==> src/assert_macros.svh <==
// ----------------------------------------------------------------------------
// Assertion macros
// Clocked assertion helpers shared by the voxel unpack RTL; empty in synthesis.
// ----------------------------------------------------------------------------
`ifndef ASSERT_MACROS_SVH
`define ASSERT_MACROS_SVH

`ifndef SYNTHESIS

// prop must hold at every clock edge outside reset
`define VBUD_ASSERT(lbl, clk, rst_n, prop, msg) \
    lbl: assert property (@(posedge clk) disable iff (!rst_n) (prop)) else $error(msg);

// cond must never be true at a clock edge outside reset
`define VBUD_NEVER(lbl, clk, rst_n, cond, msg) \
    lbl: assert property (@(posedge clk) disable iff (!rst_n) !(cond)) else $error(msg);

`else

`define VBUD_ASSERT(lbl, clk, rst_n, prop, msg)
`define VBUD_NEVER(lbl, clk, rst_n, cond, msg)

`endif

`endif

==> src/vbud_pkg.sv <==
// ----------------------------------------------------------------------------
// vbud_pkg
// Types, codes and fixed widths of the voxel block unpack / delta datapath.
// ----------------------------------------------------------------------------
package vbud_pkg;

    localparam int ADDR_W       = 15;
    localparam int DATA_W       = 16;
    localparam int STORE_DEPTH  = 2 ** ADDR_W;
    localparam int CNT_W        = 3;
    localparam int CFG_IDX_W    = 2;
    localparam int CFG_DATA_W   = 3;
    localparam int OFIFO_DEPTH  = 8;
    localparam int OFIFO_PTR_W  = $clog2(OFIFO_DEPTH);
    localparam int OFIFO_CNT_W  = $clog2(OFIFO_DEPTH + 1);
    localparam int NIBBLE_W     = 4;
    localparam int BYTE_W       = 8;

    localparam logic [1:0] DIR_FWD = 2'd1;
    localparam logic [1:0] DIR_BWD = 2'd2;

    typedef enum logic [1:0] {
        SB_CONST = 2'd0,
        SB_NIB   = 2'd1,
        SB_BYTE  = 2'd2,
        SB_WORD  = 2'd3
    } t_sbits;

    typedef enum logic [1:0] {
        MODE_DIRECT = 2'd0,
        MODE_ADD    = 2'd1,
        MODE_SUB    = 2'd2
    } t_mode;

    typedef enum logic [CFG_IDX_W-1:0] {
        CFG_COUNT_X  = 2'd0,
        CFG_COUNT_Y  = 2'd1,
        CFG_COUNT_Z  = 2'd2,
        CFG_DELTA_EN = 2'd3
    } t_cfg_idx;

    // one voxel update travelling down the pipe
    typedef struct packed {
        logic              valid;
        t_mode             mode;
        logic              last;
        logic              done;
        logic [DATA_W-1:0] value;
    } t_upd;

    // one finished result
    typedef struct packed {
        logic [ADDR_W-1:0] addr;
        logic [DATA_W-1:0] value;
        logic              last;
        logic              done;
    } t_ores;

    // block count with zero forced to one and saturation at max_blocks
    function automatic logic [4:0] eff_count(logic [CNT_W-1:0] c, int unsigned max_blocks);
        logic [4:0] f;
        if (c == '0) begin
            f = 5'd1;
        end else if (int'(c) > int'(max_blocks)) begin
            f = 5'(max_blocks);
        end else begin
            f = 5'(c);
        end
        return f;
    endfunction

endpackage

==> src/vbud_addr.sv <==
// ----------------------------------------------------------------------------
// vbud_addr
// Two-stage linear address computation from voxel coordinates.
// ----------------------------------------------------------------------------
module vbud_addr
    import vbud_pkg::*;
#(
    parameter int BLOCK_EDGE          = 8,
    parameter int MAX_BLOCKS_PER_AXIS = 4,
    localparam int CW = $clog2(MAX_BLOCKS_PER_AXIS * BLOCK_EDGE)
) (
    input  logic              i_clk,
    input  logic              i_rst_n,
    input  logic [CNT_W-1:0]  i_cnt_x,
    input  logic [CNT_W-1:0]  i_cnt_y,
    input  t_upd              i_upd,
    input  logic [CW-1:0]     i_x,
    input  logic [CW-1:0]     i_y,
    input  logic [CW-1:0]     i_z,
    output t_upd              o_upd,
    output logic [ADDR_W-1:0] o_addr
);

    logic [ADDR_W-1:0] r_sx, r_sy, r_sxy;
    t_upd              r_s1, r_s2;
    logic [ADDR_W-1:0] r_x1, r_ysx, r_zsxy;
    logic [ADDR_W-1:0] r_addr;

    // row and slice strides, refreshed from the count registers
    always_ff @(posedge i_clk) begin
        r_sx  <= ADDR_W'(ADDR_W'(eff_count(i_cnt_x, MAX_BLOCKS_PER_AXIS)) * ADDR_W'(BLOCK_EDGE));
        r_sy  <= ADDR_W'(ADDR_W'(eff_count(i_cnt_y, MAX_BLOCKS_PER_AXIS)) * ADDR_W'(BLOCK_EDGE));
        r_sxy <= ADDR_W'(r_sx * r_sy);
    end

    always_ff @(posedge i_clk) begin
        if (!i_rst_n) begin
            r_s1.valid <= 1'b0;
            r_s2.valid <= 1'b0;
        end else begin
            r_s1   <= i_upd;
            r_x1   <= ADDR_W'(i_x);
            r_ysx  <= ADDR_W'(ADDR_W'(i_y) * r_sx);
            r_zsxy <= ADDR_W'(ADDR_W'(i_z) * r_sxy);
            r_s2   <= r_s1;
            r_addr <= r_x1 + r_ysx + r_zsxy;
        end
    end

    assign o_upd  = r_s2;
    assign o_addr = r_addr;

endmodule

==> config.mk <==
export PLATFORM = sky130hd
export DESIGN_NAME = vbud_addr
export DESIGN_NICKNAME = d
export VERILOG_FILES = /design/src/assert_macros.svh /design/src/vbud_pkg.sv /design/src/vbud_addr.sv
export SDC_FILE = /design/constraint.sdc
export NUM_CORES = 1
export LEC_CHECK = 0
export ABC_AREA = 0
export ABC_CLOCK_PERIOD_IN_PS = 10100
export BUFFER_PORTS_ARGS = -buffer_cell sky130_fd_sc_hd__buf_4
export CORE_ASPECT_RATIO = 1.75
export CORE_UTILIZATION = 40
export CTS_CLUSTER_DIAMETER = 40
export DETAILED_ROUTE_END_ITERATION = 6
export GPL_ROUTABILITY_DRIVEN = 0
export PLACE_DENSITY_LB_ADDON = 0.3
export SYNTH_ARGS = -nofsm -noshare
export SYNTH_HDL_FRONTEND = slang
export SYNTH_SLANG_ARGS = --single-unit
==> constraint.sdc <==
create_clock -name i_clk -period 10.1 [get_ports i_clk]
set_input_delay 2.02 -clock i_clk [delete_from_list [all_inputs] [get_ports i_clk]]
set_output_delay 2.02 -clock i_clk [all_outputs]
set_load 0.02 [all_outputs]
==> reports/qor.yml <==
timing:
  fin_crit_ps: 4730
  hold_viol_final: 0
  slew_viol_final: 0
  fmax_mhz: 211
  tightest_slew_ps: 946
  grt_setup_unrepaired: "no"
  setup_viol: 0
  fin_crit_sh: 0.468
  fin_tns_setup_ps: 0
  slew_headroom: 0.370
  clock_skew_ps: 5.26
  whs_ps: 419
setup_path:
  reg2reg_slack_ps: 6820
  endpoint_kind: "register"
  critPathLaunch: "i_z[4]"
  worstSetupPathType: "input port to register"
  path_cells: "buf_4 > and2_1 > fa_1 > fa_1 > inv_1 > fa_1 > inv_1 > ha_1 > inv_1 > nor2_1 > nor2_1 > o21ai_0 > xnor2_1"
  startpoint_type: "input port"
  crit_fanout: 5
  arrival_ps: 4820
  timing.rr.start: "r_sxy[8]"
  cp_slowest_stage_delay_ps: 540
  worstPathRequired_ps: 10190
  slowest_stage: "fa_1"
logic_synthesis:
  yosysSeqAreaShare: 0.573
  syn_nets: 444
  ys_ff_latch: 93
  yosys-top-cells-area: "edfxtp_1, ha_1, fa_1"
  avgSynthCellArea_um2: 13.7
  synth.distinct_cells: 28
  synth_cells: 336
  yosys_warnings: 0
  yosysTopAreaCell: "edfxtp_1"
  syn-cell-area_um2: 4610
  yosysTopAreaCellShare: 0.508
clocking:
  cts-root-buf: "clkbuf_16"
  cts_hold_buf: 0
  cts_made_buffers: 9
  clkLatencyLatePin_ps: 340
  clockBufferDepth: 2
  cts.clk_slew.worst_paths_ps: 70
  cts_sinks: 93
  cts_tree: "done"
  htreeDepth: 3
  cts_resized: 0
  cts_setup_buffers: 0
worst_hold_path:
  hold_class: "register to register"
  holdCritStartpoint: "r_s1[4]"
floorplan:
  start_util: 0.413
  dieArea_um2: 12000
  num_io_pins: 80
  num_rows: 51
  core_um2: 11200
  die_h_um: 144
  chipWidth_um: 83.2
global_routing:
  grt_pass1_wl_um: 12100
  busiest_layer: "met2"
  use_met2: 0.242
  first_global_vias: 2738
  met3_usage: 0.0394
  grt-ovfl-total: 0
  antenna_found_initial: 0
  grtUsageMet1: 0.131
  grt_max_degree: 81
  grt_usage: 0.129
drt:
  first_pass_iters: 4
  via_per_inst: 4.73
  drt-total-wl_um: 7170
  drcViolationCount: 0
  wire_per_inst_um: 12.7
  postRouteAntennaNets: 0
  vias: 2665
  drt_iter0_drc: 81
run_status:
  status: "complete, no violations"
power_and_ir_drop:
  fin_total_pwr_mw: 1.02
  p_per_area_nw_per_um2: 180
  p_leak_nw: 2.52
  ir_drop_v: 0.000127
cells_and_area:
  area_delta_synth_final_pct: 22.5
  final_nets: 534
  drive_above_1_share: 0.234
  stdcell_count: 563
  fin_area_um2: 5650
  diodes: 0
  final_common_cell: "buf_4"
  final_cell_mix: "buf_4, edfxtp_1, ha_1, and2_1, inv_1"
placed_design:
  dp_hpwl_um: 5510
  place_inst: 547
  numPortBuffers: 79
  dpl-instance-area_um2: 5370
run:
  max_cap_viol_count: 0
-- path summary, 6_finish.rpt --
kind | end | cells after the start
min reg2reg | o_upd[4] | 0
max reg2reg | r_zsxy[14] | 12
min | o_upd[4] | 0
max | r_zsxy[14] | 13
-- power by group --
group	leakage (nW)	total, mW	internal [mW]	switching [mW]
registers	0.897	0.491	0.472	0.0190
logic	1.49	0.212	0.0976	0.114
clock network	0.135	0.312	0.170	0.142
-- metrics by stage --
step / worst slack, ps / utilization
3_3_place_gp: 5060 / 0.481
2_1_floorplan: 5240 / -
3_5_place_dp: 5000 / 0.481
4_1_cts: 5370 / 0.506
6_report: 5370 / 0.506
5_1_grt: 5210 / 0.506
-- area by class of cell --
| cell class | count | area, µm² |
|---|---|---|
| sequential | 93 | 2640 |
| fill | 946 | 5520 |
| inverter | 36 | 135 |
| clock buffer | 9 | 225 |
| tap | 132 | 165 |
| multi-input combinational | 207 | 1830 |
| timing repair buffer | 79 | 593 |
| clock inverter | 7 | 55.1 |
-- cells by family (layout without fill, tap and decap cells) --
kind of cell,after synthesis,after routing,share of synthesized area
fa+ha+maj,64,64,0.203
simple gates,85,85,0.0985
flops,93,93,0.573
compound gates,33,33,0.0488
buf+inv,36,131,0.0293
xor+xnor,25,25,0.0475
-- registers in the layout (all words and copies together), names as in the netlist --
name	cells
o_upd	21
r_s1	21
o_addr	15
r_ysx	9
r_zsxy	9
r_sxy	7
r_x1	5
r_sx	3
r_sy	3
-- layer usage --
layer | up-vias | share of wire
li1 | 1331 | -
met1 | 1265 | 0.37
met2 | 63 | 0.56
met3 | 6 | 0.053
met4 | 0 | 0.012
met5 | - | 0
-- synthesized netlist by cell type --
cell type   n
nand2b_1    1
nor2b_1     2
nand4_1     1
nor2_2      1
a41oi_2     1
a21oi_1    13
ha_1       46
fa_1       18
dfxtp_1    15
o21a_1      2
a21oi_2     1
edfxtp_1   78
xor2_1      6
a21o_1      6
a31oi_1     2
a221oi_2    1
and3_1      1
o21ai_1     1
or2_2       2
o22ai_2     1
xnor2_1    19
and2_1     44
and4_1      1
o21ai_0     3
inv_1      36
o21bai_1    2
nor2_1     11
nand2_1    21
-- worst max-delay path, delay by kind of cell --
kind / cells / cell delay, ps
adder cells (fa/ha/maj): 4 / 1880
AND/OR/NAND/NOR: 3 / 360
buffers and inverters: 4 / 300
AO/OA/AOI/OAI: 1 / 130
XOR/XNOR: 1 / 130
(Power assumes the default switching activity.)
