$ cat src/assert_macros.svh
// ----------------------------------------------------------------------------
// Assertion macros
// Clocked assertion helpers shared by the voxel unpack RTL; empty in synthesis.
// ----------------------------------------------------------------------------
`ifndef ASSERT_MACROS_SVH
`define ASSERT_MACROS_SVH

`ifndef SYNTHESIS

// prop must hold at every clock edge outside reset
`define VBUD_ASSERT(lbl, clk, rst_n, prop, msg) \
    lbl: assert property (@(posedge clk) disable iff (!rst_n) (prop)) else $error(msg);

// cond must never be true at a clock edge outside reset
`define VBUD_NEVER(lbl, clk, rst_n, cond, msg) \
    lbl: assert property (@(posedge clk) disable iff (!rst_n) !(cond)) else $error(msg);

`else

`define VBUD_ASSERT(lbl, clk, rst_n, prop, msg)
`define VBUD_NEVER(lbl, clk, rst_n, cond, msg)

`endif

`endif

$ cat src/vbud_pkg.sv
// ----------------------------------------------------------------------------
// vbud_pkg
// Types, codes and fixed widths of the voxel block unpack / delta datapath.
// ----------------------------------------------------------------------------
package vbud_pkg;

    localparam int ADDR_W       = 15;
    localparam int DATA_W       = 16;
    localparam int STORE_DEPTH  = 2 ** ADDR_W;
    localparam int CNT_W        = 3;
    localparam int CFG_IDX_W    = 2;
    localparam int CFG_DATA_W   = 3;
    localparam int OFIFO_DEPTH  = 8;
    localparam int OFIFO_PTR_W  = $clog2(OFIFO_DEPTH);
    localparam int OFIFO_CNT_W  = $clog2(OFIFO_DEPTH + 1);
    localparam int NIBBLE_W     = 4;
    localparam int BYTE_W       = 8;

    localparam logic [1:0] DIR_FWD = 2'd1;
    localparam logic [1:0] DIR_BWD = 2'd2;

    typedef enum logic [1:0] {
        SB_CONST = 2'd0,
        SB_NIB   = 2'd1,
        SB_BYTE  = 2'd2,
        SB_WORD  = 2'd3
    } t_sbits;

    typedef enum logic [1:0] {
        MODE_DIRECT = 2'd0,
        MODE_ADD    = 2'd1,
        MODE_SUB    = 2'd2
    } t_mode;

    typedef enum logic [CFG_IDX_W-1:0] {
        CFG_COUNT_X  = 2'd0,
        CFG_COUNT_Y  = 2'd1,
        CFG_COUNT_Z  = 2'd2,
        CFG_DELTA_EN = 2'd3
    } t_cfg_idx;

    // one voxel update travelling down the pipe
    typedef struct packed {
        logic              valid;
        t_mode             mode;
        logic              last;
        logic              done;
        logic [DATA_W-1:0] value;
    } t_upd;

    // one finished result
    typedef struct packed {
        logic [ADDR_W-1:0] addr;
        logic [DATA_W-1:0] value;
        logic              last;
        logic              done;
    } t_ores;

    // block count with zero forced to one and saturation at max_blocks
    function automatic logic [4:0] eff_count(logic [CNT_W-1:0] c, int unsigned max_blocks);
        logic [4:0] f;
        if (c == '0) begin
            f = 5'd1;
        end else if (int'(c) > int'(max_blocks)) begin
            f = 5'(max_blocks);
        end else begin
            f = 5'(c);
        end
        return f;
    endfunction

endpackage

$ cat src/vbud_ofifo.sv
// ----------------------------------------------------------------------------
// vbud_ofifo
// Result queue between the update pipe and the output channel.
// ----------------------------------------------------------------------------
`include "assert_macros.svh"

module vbud_ofifo
    import vbud_pkg::*;
(
    input  logic  i_clk,
    input  logic  i_rst_n,
    input  logic  i_push,
    input  t_ores i_res,
    input  logic  i_stall,
    output logic  o_valid,
    output logic  o_pop,
    output t_ores o_res
);

    t_ores                  r_q [OFIFO_DEPTH];
    logic [OFIFO_PTR_W-1:0] r_wr_ptr, r_rd_ptr;
    logic [OFIFO_CNT_W-1:0] r_count;

    logic pop;

    assign o_valid = (r_count != '0);
    assign pop     = o_valid && !i_stall;
    assign o_pop   = pop;
    assign o_res   = r_q[r_rd_ptr];

    always_ff @(posedge i_clk) begin
        if (i_push) begin
            r_q[r_wr_ptr] <= i_res;
        end
    end

    always_ff @(posedge i_clk) begin
        if (!i_rst_n) begin
            r_wr_ptr <= '0;
            r_rd_ptr <= '0;
            r_count  <= '0;
        end else begin
            if (i_push) begin
                r_wr_ptr <= r_wr_ptr + OFIFO_PTR_W'(1);
            end
            if (pop) begin
                r_rd_ptr <= r_rd_ptr + OFIFO_PTR_W'(1);
            end
            r_count <= r_count + OFIFO_CNT_W'(i_push) - OFIFO_CNT_W'(pop);
        end
    end

    `VBUD_NEVER(a_push_full, i_clk, i_rst_n, i_push && r_count == OFIFO_CNT_W'(OFIFO_DEPTH), "queue overrun")

endmodule

$ cat config.mk
export PLATFORM = sky130hd
export DESIGN_NAME = vbud_ofifo
export DESIGN_NICKNAME = d
export VERILOG_FILES = /design/src/vbud_pkg.sv /design/src/vbud_ofifo.sv
export VERILOG_INCLUDE_DIRS = /design/src /design/src/src
export SDC_FILE = /design/constraint.sdc
export NUM_CORES = 1
export LEC_CHECK = 0
export ABC_AREA = 0
export BUFFER_PORTS_ARGS = -buffer_cell sky130_fd_sc_hd__buf_2
export CAP_MARGIN = 10
export CELL_PAD_IN_SITES_DETAIL_PLACEMENT = 0
export CELL_PAD_IN_SITES_GLOBAL_PLACEMENT = 1
export CORE_ASPECT_RATIO = 1.2
export CORE_UTILIZATION = 45
export DETAILED_ROUTE_END_ITERATION = 16
export GPL_ROUTABILITY_DRIVEN = 0
export PLACE_DENSITY_LB_ADDON = 0.3
export SYNTH_ARGS = -nofsm -noshare
export SYNTH_HDL_FRONTEND = slang
export SYNTH_SLANG_ARGS = --single-unit
$ cat constraint.sdc
create_clock -name i_clk -period 8.95 [get_ports i_clk]
set_input_delay 1.79 -clock i_clk [delete_from_list [all_inputs] [get_ports i_clk]]
set_output_delay 1.79 -clock i_clk [all_outputs]
set_load 0.02 [all_outputs]
==> flow_metrics.env <==
export IMPL_status="complete, no violations"
export IMPL_drt_iter0_drc=242
export IMPL_htree_levels=1
export IMPL_numPortBuffers=71
export IMPL_utilization_pct=52.40
export IMPL_required_ns=7.16
export IMPL_num_vias=4671
export IMPL_crit_end="o_res[9]"
export IMPL_cts_tree="yes"
export IMPL_max_freq_mhz=205.6
export IMPL_syn_avg_cell_area_um2=23.25
export IMPL_setup_viol=0
export IMPL_p_leak_nw=3.866
export IMPL_dp_cells=831
export IMPL_timing_rr_end="r_q[4][8]$_DFFE_PP_"
export IMPL_track_usage_pct=16.28
export IMPL_wire_per_inst_um=21.61
export IMPL_netlist_cell_type_count=26
export IMPL_synthesis_area_mm2=0.01056
export IMPL_slew_violations=0
export IMPL_tns_ns=0
export IMPL_die_area_mm2=0.02408
export IMPL_antenna_found_initial=1
export IMPL_worst_setup_path_type="flip-flop to output pin"
export IMPL_hold_viol=0
export IMPL_skew_ns=0.01834
export IMPL_yosys_top_cells_area="edfxtp_1 (75%), mux4_2 (14%), mux2_2 (3.5%)"
export IMPL_dp_slack_ns=4.528
export IMPL_ys_seq_area_share_pct=77.55
export IMPL_synthCells=454
export IMPL_setup_ws_ns=4.085
export IMPL_grt_max_degree=67
export IMPL_rows=61
export IMPL_relSlewSlack_pct=25.86
export IMPL_wl_mm=18.95
export IMPL_hp_class="flip-flop to flip-flop"
export IMPL_clock_root_buffer="clkbuf_16"
export IMPL_first_pass_iters=4
export IMPL_synth_nets=498
export IMPL_crit_arrival_ns=3.08
export IMPL_synth_edf_count=264
export IMPL_synth_async_sr_flop_share_pct=0
export IMPL_ir_worst_vdd_mv=0.1208
export IMPL_drc_errors=0
export IMPL_reg2reg_slack_ns=6.62
export IMPL_cts_setup_buffers=0
export IMPL_fin_cells=877
export IMPL_endpoint_kind="output pin"
export IMPL_grt_pass1_wl_mm=28.69
export IMPL_clkTransAtPathRegs_ns=0.06
export IMPL_io_pins=72
export IMPL_yosys_area_top_type="edfxtp_1"
export IMPL_yosysWarnings=0
export IMPL_yosys_cell_count_top_type="edfxtp_1"
export IMPL_max_cap_violations=0
export IMPL_rsz0062_at_grt="no"
export IMPL_synthFlopType="edfxtp_1"
export IMPL_ant_nets=0
export IMPL_grt_pass1_vias=4970
export IMPL_p_per_area_mw_per_mm2=242.0
export IMPL_area_growth_pct=14.79
export IMPL_vias_per_cell=5.326
export IMPL_worstRegToRegCells=3
export IMPL_ys_ff_latch=277
export IMPL_ctsLongestPathBuffers=3
export IMPL_p_total_mw=2.933
export IMPL_period_share_pct=54.36
export IMPL_min_path_cells=2
export IMPL_drive_gt1_share_pct=40.29
export IMPL_r2r_start="r_wr_ptr[2]$_SDFFE_PN0P_"
export IMPL_synth_common_cells="edfxtp_1 (264), mux4_2 (66), mux2_2 (33)"
export IMPL_overflow=0
export IMPL_hold_buffers=0
export IMPL_postCtsResizedCells=0
export IMPL_start_util_pct=45.65
export IMPL_crit_fanout=45
export IMPL_synth_top_area_share_pct=75.09
export IMPL_die_h_um=169.8
export IMPL_hpwlAfterDp_mm=10.38
export IMPL_insertion_delay_ns=0.52
export IMPL_start_kind="flip-flop"
export IMPL_cts_sinks=277
export IMPL_die_x_um=141.8
export IMPL_cts_buffers=27
export IMPL_nets=589
export IMPL_worst_pin_slew_ns=1.112
export IMPL_core_area_mm2=0.02313
export IMPL_final_min_clock_period_ns=4.865
-- logic make-up after synthesis --
logic type | synth area share (%)
AOI/OAI and AO/OA | 0.5688
xor gates and xnor gates | 0.2489
adders and majority gates | 0.9007
buffers and inverters | 1.304
DFF | 77.55
muxes | 17.98
and+or+nand+nor | 1.446
-- cell usage in the layout, fill, tap and decap left out, types with 2 or more instances in the layout --
cell type / count
a21boi_0: 4
a21o_1: 2
and2_1: 4
buf_2: 71
buf_4: 10
clkbuf_1: 4
clkbuf_16: 27
clkinv_1: 6
clkinv_2: 5
clkinv_4: 2
dfxtp_1: 10
dfxtp_4: 2
edfxtp_1: 264
ha_1: 6
inv_1: 6
mux2_2: 33
mux2i_1: 4
mux4_2: 66
nand2_1: 6
nand2b_1: 5
nor2_4: 6
nor2b_1: 2
nor3_2: 2
o21ai_0: 2
or3_1: 2
xnor2_1: 2
-- report_power, final --
group	switching, mW	internal (mW)	total, mW
Clock	0.439	0.576	1.02
Sequential	0.0484	1.46	1.51
Combinational	0.207	0.198	0.405
Total	0.694	2.24	2.93
-- final cells by class --
cell class | count | area, µm²
fillers | 1784 | 11010
flip-flops and latches | 277 | 8197
multi-input cells | 152 | 2287
clock buffers | 31 | 690.7
repair buffers | 81 | 430.4
well taps | 315 | 394.1
clock inverters | 14 | 95.09
inverters | 6 | 22.52
diodes | 1 | 2.502
-- layer usage --
metal / GRT usage (%) / vias up / wire length [µm]
li1: - / 2075 / -
met1: 21.21 / 2461 / 8072
met2: 28.34 / 108 / 9710
met3: 2.624 / 27 / 835
met4: 4.535 / 0 / 331
met5: 0 / - / 0
-- sequential cells by signal (all words and copies together), names as in the netlist, named ones only --
name,cells
r_rd_ptr,3
r_q,264
r_wr_ptr,3
r_count,4
-- stage by stage --
step | hold WS, ns | cell area, µm²
2_1_floorplan | 0.4603 | 10560
3_3_place_gp | 0.4737 | 11330
3_5_place_dp | 0.4860 | 11330
4_1_cts | 0.4943 | 12120
5_1_grt | 0.5229 | 12120
6_report | 0.4866 | 12120
-- worst max-delay path, stage by stage, from the launching register on --
cell	delay, ns
dfxtp_4	0.64
buf_4	0.79
mux4_2	0.60
mux2_2	0.32
buf_2	0.17
-- worst min path at each step --
stage                                   from  slack (ns)                       end
finish              r_rd_ptr[1]$_SDFFE_PN0P_        0.49  r_rd_ptr[1]$_SDFFE_PN0P_
global route        r_rd_ptr[1]$_SDFFE_PN0P_        0.52  r_rd_ptr[1]$_SDFFE_PN0P_
CTS                 r_rd_ptr[1]$_SDFFE_PN0P_        0.49  r_rd_ptr[1]$_SDFFE_PN0P_
detailed placement  r_rd_ptr[1]$_SDFFE_PN0P_        0.49  r_rd_ptr[1]$_SDFFE_PN0P_
global placement    r_rd_ptr[1]$_SDFFE_PN0P_        0.47  r_rd_ptr[1]$_SDFFE_PN0P_
floorplan           r_rd_ptr[1]$_SDFFE_PN0P_        0.46                 flip-flop
Note: power is estimated with default switching activity, not from simulation.
