===== src/assert_macros.svh =====
// ----------------------------------------------------------------------------
// Assertion macros
// Clocked assertion helpers shared by the voxel unpack RTL; empty in synthesis.
// ----------------------------------------------------------------------------
`ifndef ASSERT_MACROS_SVH
`define ASSERT_MACROS_SVH

`ifndef SYNTHESIS

// prop must hold at every clock edge outside reset
`define VBUD_ASSERT(lbl, clk, rst_n, prop, msg) \
    lbl: assert property (@(posedge clk) disable iff (!rst_n) (prop)) else $error(msg);

// cond must never be true at a clock edge outside reset
`define VBUD_NEVER(lbl, clk, rst_n, cond, msg) \
    lbl: assert property (@(posedge clk) disable iff (!rst_n) !(cond)) else $error(msg);

`else

`define VBUD_ASSERT(lbl, clk, rst_n, prop, msg)
`define VBUD_NEVER(lbl, clk, rst_n, cond, msg)

`endif

`endif


===== src/vbud_pkg.sv =====
// ----------------------------------------------------------------------------
// vbud_pkg
// Types, codes and fixed widths of the voxel block unpack / delta datapath.
// ----------------------------------------------------------------------------
package vbud_pkg;

    localparam int ADDR_W       = 15;
    localparam int DATA_W       = 16;
    localparam int STORE_DEPTH  = 2 ** ADDR_W;
    localparam int CNT_W        = 3;
    localparam int CFG_IDX_W    = 2;
    localparam int CFG_DATA_W   = 3;
    localparam int OFIFO_DEPTH  = 8;
    localparam int OFIFO_PTR_W  = $clog2(OFIFO_DEPTH);
    localparam int OFIFO_CNT_W  = $clog2(OFIFO_DEPTH + 1);
    localparam int NIBBLE_W     = 4;
    localparam int BYTE_W       = 8;

    localparam logic [1:0] DIR_FWD = 2'd1;
    localparam logic [1:0] DIR_BWD = 2'd2;

    typedef enum logic [1:0] {
        SB_CONST = 2'd0,
        SB_NIB   = 2'd1,
        SB_BYTE  = 2'd2,
        SB_WORD  = 2'd3
    } t_sbits;

    typedef enum logic [1:0] {
        MODE_DIRECT = 2'd0,
        MODE_ADD    = 2'd1,
        MODE_SUB    = 2'd2
    } t_mode;

    typedef enum logic [CFG_IDX_W-1:0] {
        CFG_COUNT_X  = 2'd0,
        CFG_COUNT_Y  = 2'd1,
        CFG_COUNT_Z  = 2'd2,
        CFG_DELTA_EN = 2'd3
    } t_cfg_idx;

    // one voxel update travelling down the pipe
    typedef struct packed {
        logic              valid;
        t_mode             mode;
        logic              last;
        logic              done;
        logic [DATA_W-1:0] value;
    } t_upd;

    // one finished result
    typedef struct packed {
        logic [ADDR_W-1:0] addr;
        logic [DATA_W-1:0] value;
        logic              last;
        logic              done;
    } t_ores;

    // block count with zero forced to one and saturation at max_blocks
    function automatic logic [4:0] eff_count(logic [CNT_W-1:0] c, int unsigned max_blocks);
        logic [4:0] f;
        if (c == '0) begin
            f = 5'd1;
        end else if (int'(c) > int'(max_blocks)) begin
            f = 5'(max_blocks);
        end else begin
            f = 5'(c);
        end
        return f;
    endfunction

endpackage


===== src/vbud_seq.sv =====
// ----------------------------------------------------------------------------
// vbud_seq
// Input register, voxel cursor and per-voxel update issue with output credits.
// ----------------------------------------------------------------------------
`include "assert_macros.svh"

module vbud_seq
    import vbud_pkg::*;
#(
    parameter int BLOCK_EDGE          = 8,
    parameter int MAX_BLOCKS_PER_AXIS = 4,
    localparam int CW = $clog2(MAX_BLOCKS_PER_AXIS * BLOCK_EDGE)
) (
    input  logic              i_clk,
    input  logic              i_rst_n,
    input  logic              i_valid,
    output logic              o_stall,
    input  logic [1:0]        i_sample_bits,
    input  logic [DATA_W-1:0] i_reference_value,
    input  logic [1:0]        i_delta_direction,
    input  logic [DATA_W-1:0] i_packed_payload,
    input  logic [CNT_W-1:0]  i_cnt_x,
    input  logic [CNT_W-1:0]  i_cnt_y,
    input  logic [CNT_W-1:0]  i_cnt_z,
    input  logic              i_delta_en,
    input  logic              i_busy,
    input  logic              i_pop,
    output t_upd              o_upd,
    output logic [CW-1:0]     o_x,
    output logic [CW-1:0]     o_y,
    output logic [CW-1:0]     o_z
);

    localparam int IW = $clog2(BLOCK_EDGE);
    localparam int PW = (MAX_BLOCKS_PER_AXIS > 1) ? $clog2(MAX_BLOCKS_PER_AXIS) : 1;

    logic              r_in_valid;
    t_sbits            r_sb;
    logic [DATA_W-1:0] r_ref;
    logic [1:0]        r_dir;
    logic [DATA_W-1:0] r_pay;
    logic              r_half;
    logic [IW-1:0]     r_ix, r_iy, r_iz;
    logic [PW-1:0]     r_px, r_py, r_pz;
    logic [OFIFO_CNT_W-1:0] r_used;
    t_upd              r_upd;
    logic [CW-1:0]     r_x, r_y, r_z;

    logic [IW:0]       nx, ny, nz;
    logic [PW:0]       npx, npy, npz;
    logic [PW:0]       eff_x, eff_y, eff_z;
    logic              cx, cy, cz, cpz, cpy, cpx;
    logic [IW-1:0]     n_ix, n_iy, n_iz;
    logic [PW-1:0]     n_px, n_py, n_pz;
    logic              skip, pair_first, can, issue, consume, accept;
    logic [DATA_W-1:0] value_c;
    t_mode             mode_c;
    logic [CW-1:0]     x_c, y_c, z_c;
    logic [OFIFO_CNT_W-1:0] n_used;

    // cursor advance by one voxel
    always_comb begin
        eff_x = (PW+1)'(eff_count(i_cnt_x, MAX_BLOCKS_PER_AXIS));
        eff_y = (PW+1)'(eff_count(i_cnt_y, MAX_BLOCKS_PER_AXIS));
        eff_z = (PW+1)'(eff_count(i_cnt_z, MAX_BLOCKS_PER_AXIS));
        nx  = {1'b0, r_ix} + (IW+1)'(1);
        ny  = {1'b0, r_iy} + (IW+1)'(1);
        nz  = {1'b0, r_iz} + (IW+1)'(1);
        npz = {1'b0, r_pz} + (PW+1)'(1);
        npy = {1'b0, r_py} + (PW+1)'(1);
        npx = {1'b0, r_px} + (PW+1)'(1);
        cx  = (nx >= (IW+1)'(BLOCK_EDGE));
        cy  = cx && (ny >= (IW+1)'(BLOCK_EDGE));
        cz  = cy && (nz >= (IW+1)'(BLOCK_EDGE));
        cpz = cz && !(npz < eff_z);
        cpy = cpz && !(npy < eff_y);
        cpx = cpy && !(npx < eff_x);
        n_ix = cx ? '0 : nx[IW-1:0];
        n_iy = cx ? (cy ? '0 : ny[IW-1:0]) : r_iy;
        n_iz = cy ? (cz ? '0 : nz[IW-1:0]) : r_iz;
        n_pz = cz ? (cpz ? '0 : npz[PW-1:0]) : r_pz;
        n_py = cpz ? (cpy ? '0 : npy[PW-1:0]) : r_py;
        n_px = cpy ? (cpx ? '0 : npx[PW-1:0]) : r_px;
    end

    always_comb begin
        case (r_sb)
            SB_CONST: value_c = r_ref;
            SB_NIB:   value_c = r_ref + DATA_W'(r_half ? r_pay[NIBBLE_W-1:0]
                                                       : r_pay[2*NIBBLE_W-1:NIBBLE_W]);
            SB_BYTE:  value_c = r_ref + DATA_W'(r_pay[BYTE_W-1:0]);
            SB_WORD:  value_c = r_pay;
            default:  value_c = r_pay;
        endcase
        if (i_delta_en && r_dir == DIR_FWD) begin
            mode_c = MODE_ADD;
        end else if (i_delta_en && r_dir == DIR_BWD) begin
            mode_c = MODE_SUB;
        end else begin
            mode_c = MODE_DIRECT;
        end
        x_c = CW'(CW'(r_px) * CW'(BLOCK_EDGE)) + CW'(r_ix);
        y_c = CW'(CW'(r_py) * CW'(BLOCK_EDGE)) + CW'(r_iy);
        z_c = CW'(CW'(r_pz) * CW'(BLOCK_EDGE)) + CW'(r_iz);
    end

    always_comb begin
        skip       = (r_sb == SB_CONST) && (r_ref == '0);
        pair_first = (r_sb == SB_NIB) && !r_half && !cx;
        can        = r_in_valid && !i_busy
                     && (skip || (r_used < OFIFO_CNT_W'(OFIFO_DEPTH)));
        issue      = can && !skip;
        consume    = can && !pair_first;
        o_stall    = i_busy || (r_in_valid && !consume);
        accept     = i_valid && !o_stall;
        n_used     = r_used + OFIFO_CNT_W'(issue) - OFIFO_CNT_W'(i_pop);
    end

    always_ff @(posedge i_clk) begin
        if (!i_rst_n) begin
            r_in_valid <= 1'b0;
            r_half     <= 1'b0;
            r_ix       <= '0;
            r_iy       <= '0;
            r_iz       <= '0;
            r_px       <= '0;
            r_py       <= '0;
            r_pz       <= '0;
            r_used     <= '0;
            r_upd.valid <= 1'b0;
        end else begin
            if (accept) begin
                r_in_valid <= 1'b1;
                r_sb       <= t_sbits'(i_sample_bits);
                r_ref      <= i_reference_value;
                r_dir      <= i_delta_direction;
                r_pay      <= i_packed_payload;
            end else if (consume) begin
                r_in_valid <= 1'b0;
            end
            if (consume) begin
                r_half <= 1'b0;
            end else if (issue) begin
                r_half <= 1'b1;
            end
            if (can) begin
                r_ix <= n_ix;
                r_iy <= n_iy;
                r_iz <= n_iz;
                r_px <= n_px;
                r_py <= n_py;
                r_pz <= n_pz;
            end
            r_used      <= n_used;
            r_upd.valid <= issue;
            if (issue) begin
                r_upd.mode  <= mode_c;
                r_upd.last  <= !pair_first;
                r_upd.done  <= cpx && !pair_first;
                r_upd.value <= value_c;
                r_x         <= x_c;
                r_y         <= y_c;
                r_z         <= z_c;
            end
        end
    end

    assign o_upd = r_upd;
    assign o_x   = r_x;
    assign o_y   = r_y;
    assign o_z   = r_z;

    `VBUD_NEVER(a_credit_ovf, i_clk, i_rst_n, r_used > OFIFO_CNT_W'(OFIFO_DEPTH), "credit overflow")
    `VBUD_ASSERT(a_half_held, i_clk, i_rst_n, r_half |-> r_in_valid && r_sb == SB_NIB, "lost pair")
    `VBUD_NEVER(a_issue_busy, i_clk, i_rst_n, r_upd.valid && $past(i_busy), "issue while clearing")

endmodule


===== config.mk =====
export PLATFORM = sky130hd
export DESIGN_NAME = vbud_seq
export DESIGN_NICKNAME = d
export VERILOG_FILES = /design/src/vbud_pkg.sv /design/src/vbud_seq.sv
export VERILOG_INCLUDE_DIRS = /design/src /design/src/src
export SDC_FILE = /design/constraint.sdc
export NUM_CORES = 1
export LEC_CHECK = 0
export ABC_AREA = 1
export CORE_ASPECT_RATIO = 1.25
export CORE_UTILIZATION = 50
export DETAILED_ROUTE_END_ITERATION = 8
export DONT_BUFFER_PORTS = 1
export PLACE_DENSITY = 0.63
export SLEW_MARGIN = 10
export SYNTH_ARGS = -nofsm -noshare
export SYNTH_HDL_FRONTEND = slang
export SYNTH_SLANG_ARGS = --single-unit

===== constraint.sdc =====
create_clock -name i_clk -period 4 [get_ports i_clk]
set_input_delay 0.2 -clock i_clk [delete_from_list [all_inputs] [get_ports i_clk]]
set_output_delay 0.2 -clock i_clk [all_outputs]
set_load 0.01 [all_outputs]

==> load_flow_metrics.sql <==
INSERT INTO impl_metrics (metric_group, metric, value, unit) VALUES
('timing', 'unrepaired_setup_endpoints_after_global_routing', 'no', ''),
('critical_path', 'arrival', '3.13', 'ns'),
('synthesis', 'cell_type_with_the_highest_aggregate_area_in_the_netlist', 'edfxtp_1', ''),
('clock_network', 'clock_insertion_delay_worst_skew', '0.34', 'ns'),
('critical_path', 'cpPeakStageDelay', '0.43', 'ns'),
('timing', 'time_the_final_worst_path_needs_with_i_o_delays_and_setup', '2.92', 'ns'),
('critical_path', 'worst-setup-path-type', 'flip-flop to flip-flop', ''),
('clock_network', 'clock_tree.root_cell', 'clkbuf_16', ''),
('global_route', 'grt_antenna_before_repair', '0', ''),
('clock_network', 'cts_tree', 'yes', ''),
('global_route', 'vias_in_the_first_global_route', '3476', ''),
('timing', 'timing.final.crit_share', '73.0', '%'),
('floorplanning', 'die_width', '90.5', 'um'),
('synthesis', 'synth.avg_cell_area', '9.58', 'um^2'),
('cells_and_area', 'finalNetCount', '635', ''),
('detailed_routing', 'drtAntennaViolNets', '0', ''),
('clock_network', 'cts_inserted_buffers', '9', ''),
('power_and_ir_drop', 'cell_internal_pwr', '1.71', 'mW'),
('power_and_ir_drop', 'p_clk_share', '39.7', '%'),
('detailed_routing', 'wl', '10300', 'um'),
('critical_path', 'regToRegStartpoint', 'r_sb[0]', ''),
('floorplanning', 'number_of_primary_i_o_pins', '88', ''),
('timing', 'finClkSkew', '0.00651', 'ns'),
('worst_hold_path', 'timing.hold.worst.start', 'i_rst_n', ''),
('critical_path', 'worst_setup_path_startpoint', 'r_sb[0]', ''),
('timing', 'final-hold-violation-count', '0', ''),
('global_route', 'grt_max_degree', '37', ''),
('timing', 'timing.fmax', '343', 'MHz'),
('synthesis', 'synthTopCellsByArea', 'edfxtp_1 (44%), dfxtp_1 (9.0%), nand2_1 (8.4%)', ''),
('floorplanning', 'die_area', '10200', 'um^2'),
('power_and_ir_drop', 'power.switching_fraction', '24.1', '%'),
('critical_path', 'endpoint_class_of_the_critical_path', 'flip-flop', ''),
('timing', 'drv_slew', '0', ''),
('synthesis', 'netlist.area_leader.share', '43.6', '%'),
('cells_and_area', 'share_of_the_core_filled_with_cells_in_the_final_layout', '59.9', '%'),
('global_route', 'global_route.overflow_total', '0', ''),
('placement', 'place_area', '5040', 'um^2'),
('cells_and_area', 'fin_area', '5720', 'um^2'),
('detailed_routing', 'route.vias.total', '3513', ''),
('critical_path', 'cp_cell_sequence', 'inv_1 > ha_1 > buf_4 > nand2_1 > nor2_2 > nand3_4 > nand2_8 > nand3_2 > ha_1 > inv_1 > ha_1 > inv_1 > fa_1 > xor2_1 > nor2_1', ''),
('synthesis', 'ys.flop_type', 'edfxtp_1', ''),
('clock_network', 'clock_path_buffers', '2', ''),
('detailed_routing', 'drt_iter0_markers', '115', ''),
('placement', 'globalplace.congestion', '0.880', ''),
('power_and_ir_drop', 'irDropWorstVdd', '186', 'uV'),
('synthesis', 'synth_cells', '511', ''),
('power_and_ir_drop', 'power.net_switching', '542', 'uW'),
('floorplanning', 'initial_standard_cell_utilization_of_the_core', '51.2', '%'),
('cells_and_area', 'fillers', '827', ''),
('clock_network', 'clk_sink_count', '93', ''),
('timing', 'whs', '0.0105', 'ns'),
('status', 'outcome', 'completed', ''),
('cells_and_area', 'post_route_cells_drive_above_1_share', '10.6', '%'),
('clock_network', 'h-tree-depth', '3', ''),
('clock_network', 'post_cts.resized_instances', '0', ''),
('clock_network', 'postCtsSetupBuffers', '0', ''),
('floorplanning', 'fp-row-count', '40', ''),
('detailed_routing', 'dr.pass1.iters', '4', ''),
('power_and_ir_drop', 'combPwrFrac', '10.9', '%'),
('power_and_ir_drop', 'power.share.sequential', '49.4', '%'),
('flow_run', 'cap_viol_max_count', '0', ''),
('placement', 'post-place-ws', '1.07', 'ns'),
('placement', 'placedCellCount', '631', ''),
('critical_path', 'slowest_stage', 'edfxtp_1', ''),
('power_and_ir_drop', 'tot_pwr', '2.25', 'mW'),
('synthesis', 'synth.ff_latch_count', '93', ''),
('timing', 'tightest_slew', '0.685', 'ns'),
('global_route', 'groute.usage.overall', '21.0', '%'),
('timing', 'setup_slack', '1.08', 'ns'),
('synthesis', 'yosys_warnings', '0', ''),
('floorplanning', 'core_area', '9560', 'um^2');
flip-flops by register name (all words and copies together), names as in the netlist:
signal,cells
r_sb,2
r_py,2
o_y,5
r_px,2
r_dir,2
r_iy,3
o_z,5
r_in_valid,1
r_half,1
o_upd,21
r_iz,3
r_ref,16
r_used,4
o_x,5
r_pz,2
r_pay,16
r_ix,3
path summary, 6_finish.rpt:
path / endpoint / slack, ns / depth (start not counted)
setup reg to reg: r_used[2] / 1.08 / 15
hold reg to reg: o_y[4] / 0.48 / 0
hold / removal: r_iy[1] / 0.01 / 2
setup / recovery: r_used[2] / 1.08 / 15
Yosys cell counts, types with 5 or more instances:
cell type,count
nand2_1,109
edfxtp_1,71
inv_1,64
nor2_1,54
a21oi_1,46
ha_1,29
nand3_1,26
dfxtp_1,22
o21ai_0,9
nand3b_1,5
nor2_4,5
o21ai_1,5
layout by cell type (no fill, tap or decap), types with 4 or more instances in the layout:
cell | synthesis | routed
nand3b_1 | 5 | 5
nand2_2 | 4 | 4
ha_1 | 29 | 29
clkbuf_16 | 0 | 10
inv_2 | 4 | 4
nor2_1 | 54 | 52
dfxtp_1 | 22 | 22
nand3_1 | 26 | 26
o21ai_0 | 9 | 9
nor2_4 | 5 | 7
nand2_1 | 109 | 109
inv_1 | 64 | 64
a21oi_1 | 46 | 46
a21oi_2 | 4 | 4
o21ai_1 | 5 | 5
dlygate4sd3_1 | 0 | 37
edfxtp_1 | 71 | 71
cells by family (layout without fill, tap and decap cells):
kind of cell | count (synthesis) | count (layout) | share of synthesized area [%]
XOR/XNOR | 5 | 5 | 0.895
adder cells (fa/ha/maj) | 31 | 31 | 8.23
flip-flops | 93 | 93 | 52.6
multiplexers | 3 | 3 | 0.690
AND/OR/NAND/NOR | 227 | 227 | 23.0
buffers and inverters | 80 | 127 | 6.57
AO/OA/AOI/OAI | 72 | 72 | 8.05
routing by layer:
layer	routed length [um]	track usage [%]	share of wire, %
met1	4060	22.5	40
met2	5500	39.0	54
met3	464	4.27	4.5
met4	239	10.6	2.3
met5	0	0	0
power by group through the flow:
stage / registers, mW / logic, mW / clock network (mW)
floorplan: 1.12 / 0.176 / 0
global placement: 1.13 / 0.207 / 0
detailed placement: 1.13 / 0.214 / 0
CTS: 1.11 / 0.248 / 0.912
global route: 1.11 / 0.277 / 0.946
finish: 1.11 / 0.246 / 0.893
cell type report:
class                      count  area, um^2  area share, %
clock inverter                 5        63.8           1.11
multi-input combinational    338        2010           35.2
tap                          126         158           2.75
inverter                      71         269           4.70
sequential                    93        2570           44.9
timing repair buffer          40         393           6.86
clock buffer                  11         254           4.44
No activity file was read; power rests on OpenSTA's default activity.
